File: config.mk
export PLATFORM = sky130hd
export DESIGN_NAME = multi_slot_repeat_timer_bank_top
export DESIGN_NICKNAME = d
export VERILOG_FILES = /design/src/rtl/mstb_pkg.sv /design/src/rtl/mstb_slot_ram.sv /design/src/rtl/mstb_slot_alu.sv /design/src/rtl/mstb_cfg.sv /design/src/rtl/mstb_seq.sv /design/src/rtl/multi_slot_repeat_timer_bank_top.sv
export SDC_FILE = /design/constraint.sdc
export NUM_CORES = 2
export LEC_CHECK = 0
export BUFFER_PORTS_ARGS = -buffer_cell sky130_fd_sc_hd__buf_2
export CAP_MARGIN = 25
export CORE_MARGIN = 5
export CORE_UTILIZATION = 50
export CTS_CLUSTER_DIAMETER = 30
export DETAILED_ROUTE_END_ITERATION = 12
export GPL_TIMING_DRIVEN = 0
export PLACE_DENSITY_LB_ADDON = 0.3
export SLEW_MARGIN = 30
export SYNTH_ARGS = -nofsm -noshare
export SYNTH_HDL_FRONTEND = slang
export SYNTH_SLANG_ARGS = --single-unit
File: constraint.sdc
create_clock -name clk -period 25.3 [get_ports clk]
set_input_delay 5.06 -clock clk [delete_from_list [all_inputs] [get_ports clk]]
set_output_delay 5.06 -clock clk [all_outputs]
set_load 0.05 [all_outputs]
File: src/rtl/mstb_pkg.sv
package mstb_pkg;

  // field widths
  localparam int ID_W    = 16;
  localparam int TICKS_W = 24;
  localparam int REP_W   = 16;
  localparam int REPS_W  = 18;
  localparam int LIVE_W  = 5;
  localparam int CMD_W   = 2;
  localparam int KIND_W  = 2;

  // command codes
  localparam logic [CMD_W-1:0] CMD_TICK = 2'd0;
  localparam logic [CMD_W-1:0] CMD_ADD  = 2'd1;
  localparam logic [CMD_W-1:0] CMD_DEL  = 2'd2;

  // result kinds
  localparam logic [KIND_W-1:0] KIND_FIRE  = 2'd0;
  localparam logic [KIND_W-1:0] KIND_ADD   = 2'd1;
  localparam logic [KIND_W-1:0] KIND_DEL   = 2'd2;
  localparam logic [KIND_W-1:0] KIND_QUIET = 2'd3;

  // status codes
  localparam logic ST_OK   = 1'b0;
  localparam logic ST_FAIL = 1'b1;

  // register port
  localparam int APB_ADDR_W = 3;
  localparam int APB_DATA_W = 32;
  localparam logic [APB_ADDR_W-3:0] REG_TIMER_LIMIT = 1'b0;

  // reset values
  localparam logic [LIVE_W-1:0] TIMER_LIMIT_RST = 5'd16;
  localparam logic [ID_W-1:0]   ID_SEQ_RST      = 16'd1;

  typedef struct packed {
    logic [CMD_W-1:0]   command;
    logic [TICKS_W-1:0] interval_ticks;
    logic [REP_W-1:0]   repeat_count;
    logic               periodic;
    logic [ID_W-1:0]    target_id;
  } cmd_item_t;

  typedef struct packed {
    logic [KIND_W-1:0] result_kind;
    logic [ID_W-1:0]   timer_id;
    logic              status;
    logic              last;
  } rsp_item_t;

  typedef struct packed {
    logic [ID_W-1:0]          ident;
    logic [TICKS_W-1:0]       interval;
    logic [TICKS_W-1:0]       remaining;
    logic signed [REPS_W-1:0] repeats_left;
    logic                     periodic;
    logic                     disarmed;
  } slot_rec_t;

  // outcome of the shared slot unit for the slot being visited
  typedef struct packed {
    logic      match;
    logic      fire;
    logic      free;
    slot_rec_t rec;
  } slot_upd_t;

endpackage

File: src/rtl/mstb_slot_ram.sv
module mstb_slot_ram #(
  parameter int AW = 4
) (
  input  logic                clk,
  input  logic                we,
  input  logic [AW-1:0]       waddr,
  input  mstb_pkg::slot_rec_t wdata,
  input  logic [AW-1:0]       raddr,
  output mstb_pkg::slot_rec_t rdata
);

  localparam int DEPTH = 1 << AW;

  mstb_pkg::slot_rec_t mem [DEPTH];

  // one write port, one registered read port
  always_ff @(posedge clk) begin
    if (we) begin
      mem[waddr] <= wdata;
    end
    rdata <= mem[raddr];
  end

endmodule

File: src/rtl/mstb_slot_alu.sv
module mstb_slot_alu (
  input  mstb_pkg::slot_rec_t           rec,
  input  logic [mstb_pkg::ID_W-1:0]     key,
  output mstb_pkg::slot_upd_t           upd
);

  logic                               fire;
  logic signed [mstb_pkg::REPS_W-1:0] reps;

  // expiry test and repeat bookkeeping
  assign fire = (rec.remaining == '0);
  assign reps = (fire && !rec.periodic) ? rec.repeats_left - 18'sd1 : rec.repeats_left;

  // one tick applied to the visited slot
  always_comb begin
    upd              = '0;
    upd.rec          = rec;
    upd.rec.repeats_left = reps;
    if (fire) begin
      if (reps != 18'sd0) begin
        upd.rec.remaining = rec.interval;
      end
    end else begin
      upd.rec.remaining = rec.remaining - mstb_pkg::TICKS_W'(1);
    end
    upd.fire  = fire;
    upd.free  = !rec.periodic && (reps <= 18'sd0);
    upd.match = (rec.ident == key);
  end

endmodule

File: src/rtl/mstb_cfg.sv
module mstb_cfg (
  input  logic                              clk,
  input  logic                              rst,
  input  logic                              psel,
  input  logic                              penable,
  input  logic                              pwrite,
  input  logic [mstb_pkg::APB_ADDR_W-1:0]   paddr,
  input  logic [mstb_pkg::APB_DATA_W-1:0]   pwdata,
  output logic [mstb_pkg::APB_DATA_W-1:0]   prdata,
  output logic                              pready,
  output logic [mstb_pkg::LIVE_W-1:0]       timer_limit
);

  logic hit;

  // register decode on the word address
  assign hit    = (paddr[mstb_pkg::APB_ADDR_W-1:2] == mstb_pkg::REG_TIMER_LIMIT);
  assign pready = 1'b1;
  assign prdata = hit ? mstb_pkg::APB_DATA_W'(timer_limit) : '0;

  // register write on the access phase
  always_ff @(posedge clk) begin
    if (rst) begin
      timer_limit <= mstb_pkg::TIMER_LIMIT_RST;
    end else if (psel && penable && pwrite && hit) begin
      timer_limit <= pwdata[mstb_pkg::LIVE_W-1:0];
    end
  end

endmodule

File: src/rtl/mstb_seq.sv
module mstb_seq #(
  parameter int SLOTS = 16,
  parameter int IDX_W = 4,
  parameter int CNT_W = 5
) (
  input  logic                          clk,
  input  logic                          rst,
  input  logic                          cmd_valid,
  output logic                          cmd_stall,
  input  mstb_pkg::cmd_item_t           cmd_data,
  output logic                          rsp_valid,
  input  logic                          rsp_stall,
  output mstb_pkg::rsp_item_t           rsp_data,
  input  logic [mstb_pkg::LIVE_W-1:0]   timer_limit,
  output logic                          ram_we,
  output logic [IDX_W-1:0]              ram_waddr,
  output mstb_pkg::slot_rec_t           ram_wdata,
  output logic [IDX_W-1:0]              ram_raddr,
  input  mstb_pkg::slot_rec_t           ram_rdata,
  output logic [mstb_pkg::ID_W-1:0]     alu_key,
  input  mstb_pkg::slot_upd_t           alu_upd
);

  typedef enum logic [1:0] {S_IDLE, S_TICK, S_ADD, S_DEL} state_t;

  state_t                        state, state_next;
  logic [CNT_W-1:0]              cur, cur_next;
  logic [CNT_W-1:0]              w, w_next;
  logic [CNT_W-1:0]              used, used_next;
  logic [mstb_pkg::LIVE_W-1:0]   live, live_next;
  logic [mstb_pkg::ID_W-1:0]     id_seq, id_seq_next;
  logic [mstb_pkg::ID_W-1:0]     cand, cand_next;
  mstb_pkg::cmd_item_t           item, item_next;
  logic                          pend_valid, pend_valid_next;
  logic [mstb_pkg::ID_W-1:0]     pend_id, pend_id_next;
  logic                          rsp_valid_next;
  mstb_pkg::rsp_item_t           rsp_data_next;
  logic                          out_free;
  logic                          at_end;
  logic                          full;

  assign cmd_stall = (state != S_IDLE);
  assign out_free  = !rsp_valid || !rsp_stall;
  assign at_end    = (cur == used);
  assign full      = (live >= timer_limit) || (used >= CNT_W'(SLOTS));
  assign alu_key   = (state == S_DEL) ? item.target_id : cand;
  assign ram_raddr = cur_next[IDX_W-1:0];

  // sequencer: one slot visited per cycle through the shared slot unit, unless a stalled result holds it
  always_comb begin
    state_next      = state;
    cur_next        = cur;
    w_next          = w;
    used_next       = used;
    live_next       = live;
    id_seq_next     = id_seq;
    cand_next       = cand;
    item_next       = item;
    pend_valid_next = pend_valid;
    pend_id_next    = pend_id;
    rsp_valid_next  = rsp_valid && rsp_stall;
    rsp_data_next   = rsp_data;
    ram_we          = 1'b0;
    ram_waddr       = w[IDX_W-1:0];
    ram_wdata       = alu_upd.rec;

    unique case (state)
      S_IDLE: begin
        if (cmd_valid) begin
          item_next       = cmd_data;
          cur_next        = '0;
          w_next          = '0;
          pend_valid_next = 1'b0;
          cand_next       = id_seq;
          case (cmd_data.command)
            mstb_pkg::CMD_TICK: state_next = S_TICK;
            mstb_pkg::CMD_ADD:  state_next = S_ADD;
            mstb_pkg::CMD_DEL:  state_next = S_DEL;
            default:            state_next = S_IDLE;
          endcase
        end
      end

      S_TICK: begin
        if (at_end) begin
          // closing transfer of the tick, flagged last
          if (out_free) begin
            rsp_valid_next        = 1'b1;
            rsp_data_next.status  = mstb_pkg::ST_OK;
            rsp_data_next.last    = 1'b1;
            if (pend_valid) begin
              rsp_data_next.result_kind = mstb_pkg::KIND_FIRE;
              rsp_data_next.timer_id    = pend_id;
            end else begin
              rsp_data_next.result_kind = mstb_pkg::KIND_QUIET;
              rsp_data_next.timer_id    = '0;
            end
            used_next  = w;
            cur_next   = '0;
            state_next = S_IDLE;
          end
        end else if (!(alu_upd.fire && pend_valid && !out_free)) begin
          // a fire is held back one slot so the final one can carry last
          if (alu_upd.fire) begin
            if (pend_valid) begin
              rsp_valid_next            = 1'b1;
              rsp_data_next.result_kind = mstb_pkg::KIND_FIRE;
              rsp_data_next.timer_id    = pend_id;
              rsp_data_next.status      = mstb_pkg::ST_OK;
              rsp_data_next.last        = 1'b0;
            end
            pend_valid_next = 1'b1;
            pend_id_next    = ram_rdata.ident;
          end
          // expired slots drop out, survivors are packed down
          if (alu_upd.free) begin
            if (!ram_rdata.disarmed && (live != '0)) begin
              live_next = live - mstb_pkg::LIVE_W'(1);
            end
          end else begin
            ram_we = 1'b1;
            w_next = w + CNT_W'(1);
          end
          cur_next = cur + CNT_W'(1);
        end
      end

      S_ADD: begin
        if (full) begin
          if (out_free) begin
            rsp_valid_next            = 1'b1;
            rsp_data_next.result_kind = mstb_pkg::KIND_ADD;
            rsp_data_next.timer_id    = '0;
            rsp_data_next.status      = mstb_pkg::ST_FAIL;
            rsp_data_next.last        = 1'b1;
            cur_next                  = '0;
            state_next                = S_IDLE;
          end
        end else if (!at_end) begin
          // candidate taken: step it and rescan from the first slot
          if (alu_upd.match) begin
            cand_next = cand + mstb_pkg::ID_W'(1);
            cur_next  = '0;
          end else begin
            cur_next = cur + CNT_W'(1);
          end
        end else if (out_free) begin
          ram_we                 = 1'b1;
          ram_waddr              = used[IDX_W-1:0];
          ram_wdata.ident        = cand;
          ram_wdata.interval     = item.interval_ticks;
          ram_wdata.remaining    = item.interval_ticks;
          ram_wdata.repeats_left = {{(mstb_pkg::REPS_W - mstb_pkg::REP_W){1'b0}},
                                    item.repeat_count};
          ram_wdata.periodic     = item.periodic;
          ram_wdata.disarmed     = 1'b0;
          used_next              = used + CNT_W'(1);
          live_next              = live + mstb_pkg::LIVE_W'(1);
          id_seq_next            = cand;
          rsp_valid_next            = 1'b1;
          rsp_data_next.result_kind = mstb_pkg::KIND_ADD;
          rsp_data_next.timer_id    = cand;
          rsp_data_next.status      = mstb_pkg::ST_OK;
          rsp_data_next.last        = 1'b1;
          cur_next                  = '0;
          state_next                = S_IDLE;
        end
      end

      S_DEL: begin
        if (!at_end) begin
          if (alu_upd.match) begin
            // disarm in place, freed on the next tick
            if (out_free) begin
              ram_we                 = 1'b1;
              ram_waddr              = cur[IDX_W-1:0];
              ram_wdata              = ram_rdata;
              ram_wdata.repeats_left = '0;
              ram_wdata.periodic     = 1'b0;
              ram_wdata.disarmed     = 1'b1;
              if (!ram_rdata.disarmed && (live != '0)) begin
                live_next = live - mstb_pkg::LIVE_W'(1);
              end
              rsp_valid_next            = 1'b1;
              rsp_data_next.result_kind = mstb_pkg::KIND_DEL;
              rsp_data_next.timer_id    = item.target_id;
              rsp_data_next.status      = mstb_pkg::ST_OK;
              rsp_data_next.last        = 1'b1;
              cur_next                  = '0;
              state_next                = S_IDLE;
            end
          end else begin
            cur_next = cur + CNT_W'(1);
          end
        end else if (out_free) begin
          rsp_valid_next            = 1'b1;
          rsp_data_next.result_kind = mstb_pkg::KIND_DEL;
          rsp_data_next.timer_id    = item.target_id;
          rsp_data_next.status      = mstb_pkg::ST_FAIL;
          rsp_data_next.last        = 1'b1;
          cur_next                  = '0;
          state_next                = S_IDLE;
        end
      end

      default: begin
        state_next = S_IDLE;
      end
    endcase
  end

  // state and registered outputs
  always_ff @(posedge clk) begin
    if (rst) begin
      state      <= S_IDLE;
      cur        <= '0;
      w          <= '0;
      used       <= '0;
      live       <= '0;
      id_seq     <= mstb_pkg::ID_SEQ_RST;
      pend_valid <= 1'b0;
      rsp_valid  <= 1'b0;
    end else begin
      state      <= state_next;
      cur        <= cur_next;
      w          <= w_next;
      used       <= used_next;
      live       <= live_next;
      id_seq     <= id_seq_next;
      pend_valid <= pend_valid_next;
      rsp_valid  <= rsp_valid_next;
    end
    cand     <= cand_next;
    item     <= item_next;
    pend_id  <= pend_id_next;
    rsp_data <= rsp_data_next;
  end

endmodule

File: src/rtl/multi_slot_repeat_timer_bank_top.sv
// Timer bank with SLOTS slots, driven by tick, add and delete commands, one at a
// time. Slot records sit in a single-port-read slot memory and every command
// walks the occupied slots one per cycle through one shared update/compare unit,
// unless a result waits on a stalled result side, so the memory read port sets
// the pace. With n occupied slots a tick gives at most n results (a single one
// when nothing fires), each held while the result side stalls, and an add
// rescans from the first slot for every identifier skipped because it is in use.
// A refused add (live count at or above timer_limit, or every slot occupied,
// disarmed slots included until the next tick) answers without walking the
// slots. A finished result waits in the output register while the next command
// is taken. There is no clearing pass after reset. timer_limit sits at byte
// address 0.
module multi_slot_repeat_timer_bank_top #(
  parameter int SLOTS = 16
) (
  input  logic                              clk,
  input  logic                              rst,
  input  logic                              cmd_valid,
  output logic                              cmd_stall,
  input  mstb_pkg::cmd_item_t               cmd_data,
  output logic                              rsp_valid,
  input  logic                              rsp_stall,
  output mstb_pkg::rsp_item_t               rsp_data,
  input  logic                              psel,
  input  logic                              penable,
  input  logic                              pwrite,
  input  logic [mstb_pkg::APB_ADDR_W-1:0]   paddr,
  input  logic [mstb_pkg::APB_DATA_W-1:0]   pwdata,
  output logic [mstb_pkg::APB_DATA_W-1:0]   prdata,
  output logic                              pready
);

  localparam int IDX_W = (SLOTS > 1) ? $clog2(SLOTS) : 1;
  localparam int CNT_W = $clog2(SLOTS + 1);

  logic [mstb_pkg::LIVE_W-1:0] timer_limit;
  logic                        ram_we;
  logic [IDX_W-1:0]            ram_waddr;
  mstb_pkg::slot_rec_t         ram_wdata;
  logic [IDX_W-1:0]            ram_raddr;
  mstb_pkg::slot_rec_t         ram_rdata;
  logic [mstb_pkg::ID_W-1:0]   alu_key;
  mstb_pkg::slot_upd_t         alu_upd;

  // configuration register
  mstb_cfg u_cfg (
    .clk         (clk),
    .rst         (rst),
    .psel        (psel),
    .penable     (penable),
    .pwrite      (pwrite),
    .paddr       (paddr),
    .pwdata      (pwdata),
    .prdata      (prdata),
    .pready      (pready),
    .timer_limit (timer_limit)
  );

  // slot records
  mstb_slot_ram #(
    .AW (IDX_W)
  ) u_ram (
    .clk   (clk),
    .we    (ram_we),
    .waddr (ram_waddr),
    .wdata (ram_wdata),
    .raddr (ram_raddr),
    .rdata (ram_rdata)
  );

  // shared slot update and identifier compare
  mstb_slot_alu u_alu (
    .rec (ram_rdata),
    .key (alu_key),
    .upd (alu_upd)
  );

  // command sequencer and result register
  mstb_seq #(
    .SLOTS (SLOTS),
    .IDX_W (IDX_W),
    .CNT_W (CNT_W)
  ) u_seq (
    .clk         (clk),
    .rst         (rst),
    .cmd_valid   (cmd_valid),
    .cmd_stall   (cmd_stall),
    .cmd_data    (cmd_data),
    .rsp_valid   (rsp_valid),
    .rsp_stall   (rsp_stall),
    .rsp_data    (rsp_data),
    .timer_limit (timer_limit),
    .ram_we      (ram_we),
    .ram_waddr   (ram_waddr),
    .ram_wdata   (ram_wdata),
    .ram_raddr   (ram_raddr),
    .ram_rdata   (ram_rdata),
    .alu_key     (alu_key),
    .alu_upd     (alu_upd)
  );

endmodule

# After elaboration in Yosys (flattened, before gate mapping)
# Memories as Yosys holds them, arrays and structs flattened. A register that Yosys moved wholly into a read port is not among the register bits.
# Cells that the tools add are included.
# W data, S select, Z words.
[word_totals] ff_bits=154 latchBits=0 ram_bits=1344 romBits=0 in_bits=101 word_cells=207 mem_count=1
[op_classes] add_sub_neg=8 n_mul=0 div_mod_pow=0 order_cmp=3 n_eq_ne=29 shift=0 muxes=105 n_bitwise=4 n_reduce_logical=37
[mem_list] memory="u_ram.mem" words=16 width=84 read_ports=1 rd_clocked_by_memory_dff=1 wr=1 line="mstb_slot_ram.sv:14" rtl="mstb_pkg::slot_rec_t mem [DEPTH];"
[ops] op="$mux W20" count=13
[ops] op="$mux W84" count=3
[ops] op="$pmux W84 S2" count=1
[ops] op="$mux W5" count=29
[ops] op="$mux W44" count=3
[ops] op="$mux W16" count=5
[ops] op="$pmux W20 S3" count=1
[ops] op="$mux W24" count=2
[ops] op="$mux W18" count=2
[ops] op="$pmux W16 S2" count=1
[ops] op="$logic_not A24 Y1" count=1
[ops] op="$mux W4" count=6
[ops] op="$sub A24 B1 Y24 const B" count=1
[ops] op="$mux W1" count=23
[ops] op="$ne A2 B2 Y1 const B" count=11
[ops] op="$add A5 B1 Y5 const B" count=4
[ops] op="$pmux W5 S2" count=2
[ops] op="$pmux W5 S4" count=1
[ops] op="$le A18 B1 Y1 const B" count=1
[ops] op="$reduce_bool A18 Y1" count=1
[ops] op="$sub A18 B2 Y18 const B" count=1
[ops] op="$add A16 B1 Y16 const B" count=1
[ops] op="$eq A16 B16 Y1" count=1
[ops] op="$pmux W5 S3" count=1
[ops] op="29 further kinds" count=71

# Longest topological paths before layout
[logic_depth] ltp_word=11 ltp_mapped=18 mapped_depth_nobuf=13

# Hierarchy
# Synthesis repeated with hierarchy kept, for this count alone.
[unflattened] cells_unflattened=3285 area_unflattened_um2=62695.1
[by_module_without_submodules] mod="mstb_slot_ram" n_inst=1 cells_per_inst=2154 area_each_um2=52052.4 seq_area_each_um2=42040.3
[by_module_without_submodules] mod="mstb_seq" n_inst=1 cells_per_inst=759 area_each_um2=8025.2 seq_area_each_um2=4073.9
[by_module_without_submodules] mod="mstb_slot_alu" n_inst=1 cells_per_inst=314 area_each_um2=2123.3 seq_area_each_um2=0.0
[by_module_without_submodules] mod="mstb_cfg" n_inst=1 cells_per_inst=58 area_each_um2=494.2 seq_area_each_um2=100.1

# Worst setup path after synthesis
# Ideal clock, no wire load.
[synth_timing] path_kind="input port to flip-flop" from="in rsp_stall" to="mem u_ram.mem[13][0] in the netlist's numbering, enable pin" setup_time_ns=0.733 arrival_ns=14.470 required_ns=24.567 path_slack_ns=10.097 path_stages=8 path_cell_list="and2_1 -> clkbuf_1 -> nor4_1 -> clkbuf_1 -> a22oi_1 -> o21ai_0 -> nand2_1 -> nor4_1"
[synth_via] elab_chain_cells=9 word_cells_on_any_way=21
[synth_lines] item="start, declared" line="multi_slot_repeat_timer_bank_top.sv:22" rtl="input logic rsp_stall,"
[synth_lines] item="$logic_not A1 Y1 (*)" line="mstb_seq.sv:43" rtl="assign out_free = !rsp_valid || !rsp_stall;"
[synth_lines] item="$logic_or A1 B1 Y1 (*)" line="mstb_seq.sv:43"
[synth_lines] item="$logic_not A1 Y1" line="mstb_seq.sv:102" rtl="end else if (!(alu_upd.fire && pend_valid && !out_free)) begin"
[synth_lines] item="$logic_and A1 B1 Y1" line="mstb_seq.sv:102"
[synth_lines] item="$mux W1" line="mstb_seq.sv:102"
[synth_lines] item="$mux W1" line="mstb_seq.sv:85" rtl="if (at_end) begin"
[synth_lines] item="$pmux W1 S3" line="mstb_seq.sv:67" rtl="unique case (state)"
[synth_lines] item="$mux W1" line="mstb_slot_ram.sv:18" rtl="if (we) begin"
[synth_lines] item="$mux W1 (implied by the code)" line="mstb_slot_ram.sv:19" rtl="mem[waddr] <= wdata;"
[synth_lines] item="end, declared" line="mstb_slot_ram.sv:14"
# Mark *: on every way between the ends. The rest lies on a longest branch, timed or not.

# Final worst setup path
[layout_timing] from="in paddr[2] in the netlist's numbering" to="out prdata[0] in the netlist's numbering"
[layout_via] elab_chain_cells=1
[layout_lines] item="start, declared" line="multi_slot_repeat_timer_bank_top.sv:27" rtl="input logic [mstb_pkg::APB_ADDR_W-1:0] paddr,"
[layout_lines] item="$mux W5" line="mstb_cfg.sv:19" rtl="assign prdata = hit ? mstb_pkg::APB_DATA_W'(timer_limit) : '0;"
[layout_lines] item="end, declared" line="multi_slot_repeat_timer_bank_top.sv:29" rtl="output logic [mstb_pkg::APB_DATA_W-1:0] prdata,"
# Every way passes these cells.

==> summary.txt <==
Outcome
  • Outcome: finished clean

Setup path
  • Worst Setup End Kind: output port
  • Crit Path Class: input pin to output port
  • Worst-path maximum fanout: 6
  • R2r setup slk: between 15 and 20 ns
  • Data arrival, critical path: around 5.6 ns
  • Critical Path RT: around 20 ns
  • Reg2reg start: u_ram.rdata[20]$_DFF_P_
  • Critical Path Source: paddr[2]
  • Startpoint Class: input pin

Timing
  • Count of pins over their slew limit: 0
  • Setup TNS: 0 ns
  • Worst slew pin tran: 1.02 ns
  • RSZ-0062 raised after global routing: false
  • Final period util: 0.420
  • Min Tclk post-route: about 11 ns
  • Fin Hold WS: about 0.45 ns
  • Final Hold Vio Count: 0
  • Worst Skew: ~0.07 ns
  • Max Clk Rate: 94.2 MHz
  • Final setup viols: 0
  • Slew HR: 0.322

Floorplanning
  • Die height: between 300 and 400 um
  • Core area: 0.125 sq mm
  • IO Count: 156
  • Rows: 130
  • Width of the die: 364 um
  • Initial Utilization: 0.502
  • Die area: roughly 0.13 sq mm

Place
  • Port-buffer cells: slightly below 100
  • Post-Place Cell Area: ~0.068 sq mm
  • Post-DP HPWL: between 100000 and 150000 um
  • GP Congestion: between 0.9 and 1

Flow run
  • Number of max-cap violations: 0

Min path
  • Worst hold path class: flop to flop
  • Min-delay src: u_seq.id_seq[11]$_SDFFE_PP0P_

Synth
  • Top-count cell post-synth: edfxtp_1
  • Syn Inst Count: ~4700
  • Sequential fraction of the synthesis area: 0.736
  • Synthesized cell area: between 0.06 and 0.07 sq mm
  • Post-synthesis adder-cell area fraction: 0.00351
  • Multiplexer share of the synthesized area: 0.00143
  • Largest family of logic cells by synthesized area: compound AO/OA/AOI/OAI gates
  • Top cells by area, synth: edfxtp_1, nand2_1, dfxtp_1, a21oi_1, a32o_1
  • XOR/XNOR Fraction of Synth Area: 0.00920
  • Yosys top cell area share: 0.694
  • Synth cell types: 70
  • Commonest cells in the netlist: edfxtp_1, nand2_1, a21oi_1
  • YS warnings: 0
  • Synthesis-stage register bit count: around 1600
  • Largest area contributor in the netlist: edfxtp_1
  • Synth Flop Type: edfxtp_1
  • Mapped Avg Cell Area: around 13 sq um
  • Simple-Gate Fraction of Synth Area: 0.0971
  • Post-synth EDFFs: ~1500
  • Async set-or-reset flop fraction in the synthesized netlist: 0
  • Compound-cell area share of the yosys netlist: 0.126

Cells and area
  • Area Growth Syn to Fin: 24.7%
  • Share of layout cells above drive strength 1: 0.163
  • Finished Cell Area: just under 0.08 sq mm
  • Nets: 5390

Detailed routing
  • DR vias: between 40000 and 50000
  • Initial DRC count: just over 6000
  • DRC: 0
  • Routed wire per std cell: around 26 um
  • TritonRoute pass-1 iters: 6
  • Post-DRT Antenna Nets: 0
  • Total wire length: 187000 um
  • Via/cell ratio: between 6 and 7

Clock network
  • Clk buf depth: 4
  • TritonCTS Sinks: about 1600
  • Clock-pin transition on the worst setup and hold timing paths: around 0.050 ns
  • Setup repair bufs after CTS: 0
  • CTS tree: yes
  • H-tree Lvls: 5
  • Total CTS buffers: approximately 310
  • CTS resizes: 0
  • Root Buffer: clkbuf_16
  • Skew-Pair Late Insertion Delay: around 0.89 ns
  • Hold-fix buffer count after cts: 0

GRT
  • Antenna violations before repair: 2
  • First-pass GRT wire length: between 200000 and 300000 um
  • Vias in the first global route: about 43000
  • Gr ovfl total: 0
  • Largest net degree at the start of global routing: 42
  • GRT Total Usage: 0.277

Power and ir drop
  • P per Cell Area: 94.0 mW/mm^2
  • Leakage: about 27 nW
  • VDD IR-drop max: 0.0000715 V
==> per-stage QoR <==
step                power [mW]  setup WS [ns]  cells   util
floorplan                 3.25          10.10   4699      -
global placement          3.39           1.53   6446  0.523
detailed placement        3.41          14.68   6609  0.544
CTS                       7.38          14.68   7154  0.625
global route              7.55          14.64   7154  0.625
finish                    7.36          14.69   7157  0.626
==> critical path, cell delays in order <==
cell	delay, ns
buf_2	0.13
nor2b_1	0.10
buf_2	0.27
==> metal layers <==
metal / wire (um) / GRT usage / vias up
met2: 85400 / 0.429 / 2787
met1: 71000 / 0.365 / 21600
li1: - / - / 19100
met5: 0 / 0 / -
met4: 9810 / 0.137 / 0
met3: 21000 / 0.0738 / 605
==> cells by family (layout without fill, tap and decap cells) <==
kind of cell,after synthesis,after routing
buffers and inverters,400,1205
DFF,1582,1582
and+or+nand+nor,1495,1495
xor gates and xnor gates,66,66
other,2,31
muxes,9,9
adders and majority gates,17,17
AOI/OAI and AO/OA,1102,1102
==> power by group <==
group	internal, mW	switching, mW	leakage (nW)	total (mW)
Combinational	0.0902	0.258	7.66	0.348
Clock	2.65	1.34	4.92	3.99
Sequential	2.98	0.0421	14.2	3.02
==> path summary, 6_finish.rpt <==
check                           cells after the start                             to
worst min-delay path                                2  u_seq.id_seq[11]$_SDFFE_PP0P_
worst min register to register                      2  u_seq.id_seq[11]$_SDFFE_PP0P_
worst max-delay path                                3                      prdata[0]
worst max register to register                     23     u_ram.mem[9][46]$_DFFE_PP_
==> cells in the final DEF (no fill, tap or decap), drive strengths merged, types with 8 or more instances in the layout <==
cell         n
a221o       11
a21oi      402
or3         16
o21ai       75
dfxtp      129
nor2b       22
and3         9
a32o       171
a222oi      12
inv         80
bufinv      34
xor2        34
clkinvlp    34
nand4        8
nor2        77
a31oi       12
nand2     1222
edfxtp    1453
nand2b       9
nor3        35
a22oi      103
a32oi      169
nor4        21
buf        353
clkbuf     610
o221ai      85
xnor2       32
clkinv      94
nand3       37
ha          16
mux2i        9
conb        28
==> sequential cells by signal, summed over array words and instances (netlist names) <==
name and flops:
u_seq.w 5, u_seq.cur 5, u_ram.mem 1344, u_seq.rsp_data 20, u_seq.cand 16, u_seq.pend_valid 1
u_seq.live 5, u_seq.rsp_valid 1, u_seq.item 57, u_seq.pend_id 16, u_seq.used 5, u_ram.rdata 84
u_cfg.timer_limit 5, u_seq.id_seq 16, u_seq.state 2
==> area by class of cell <==
cell class,instances,area (sq um)
Multi-Input combinational cell,2717,15300
Clock inverter,198,2120
Fill cell,8966,46900
Sequential cell,1582,46200
Antenna cell,3,7.51
Timing Repair Buffer,260,2870
Tap cell,1650,2060
Buffer,356,1540
Clock buffer,347,8090
Inverter,44,168
No activity file was read; power rests on OpenSTA's default activity.
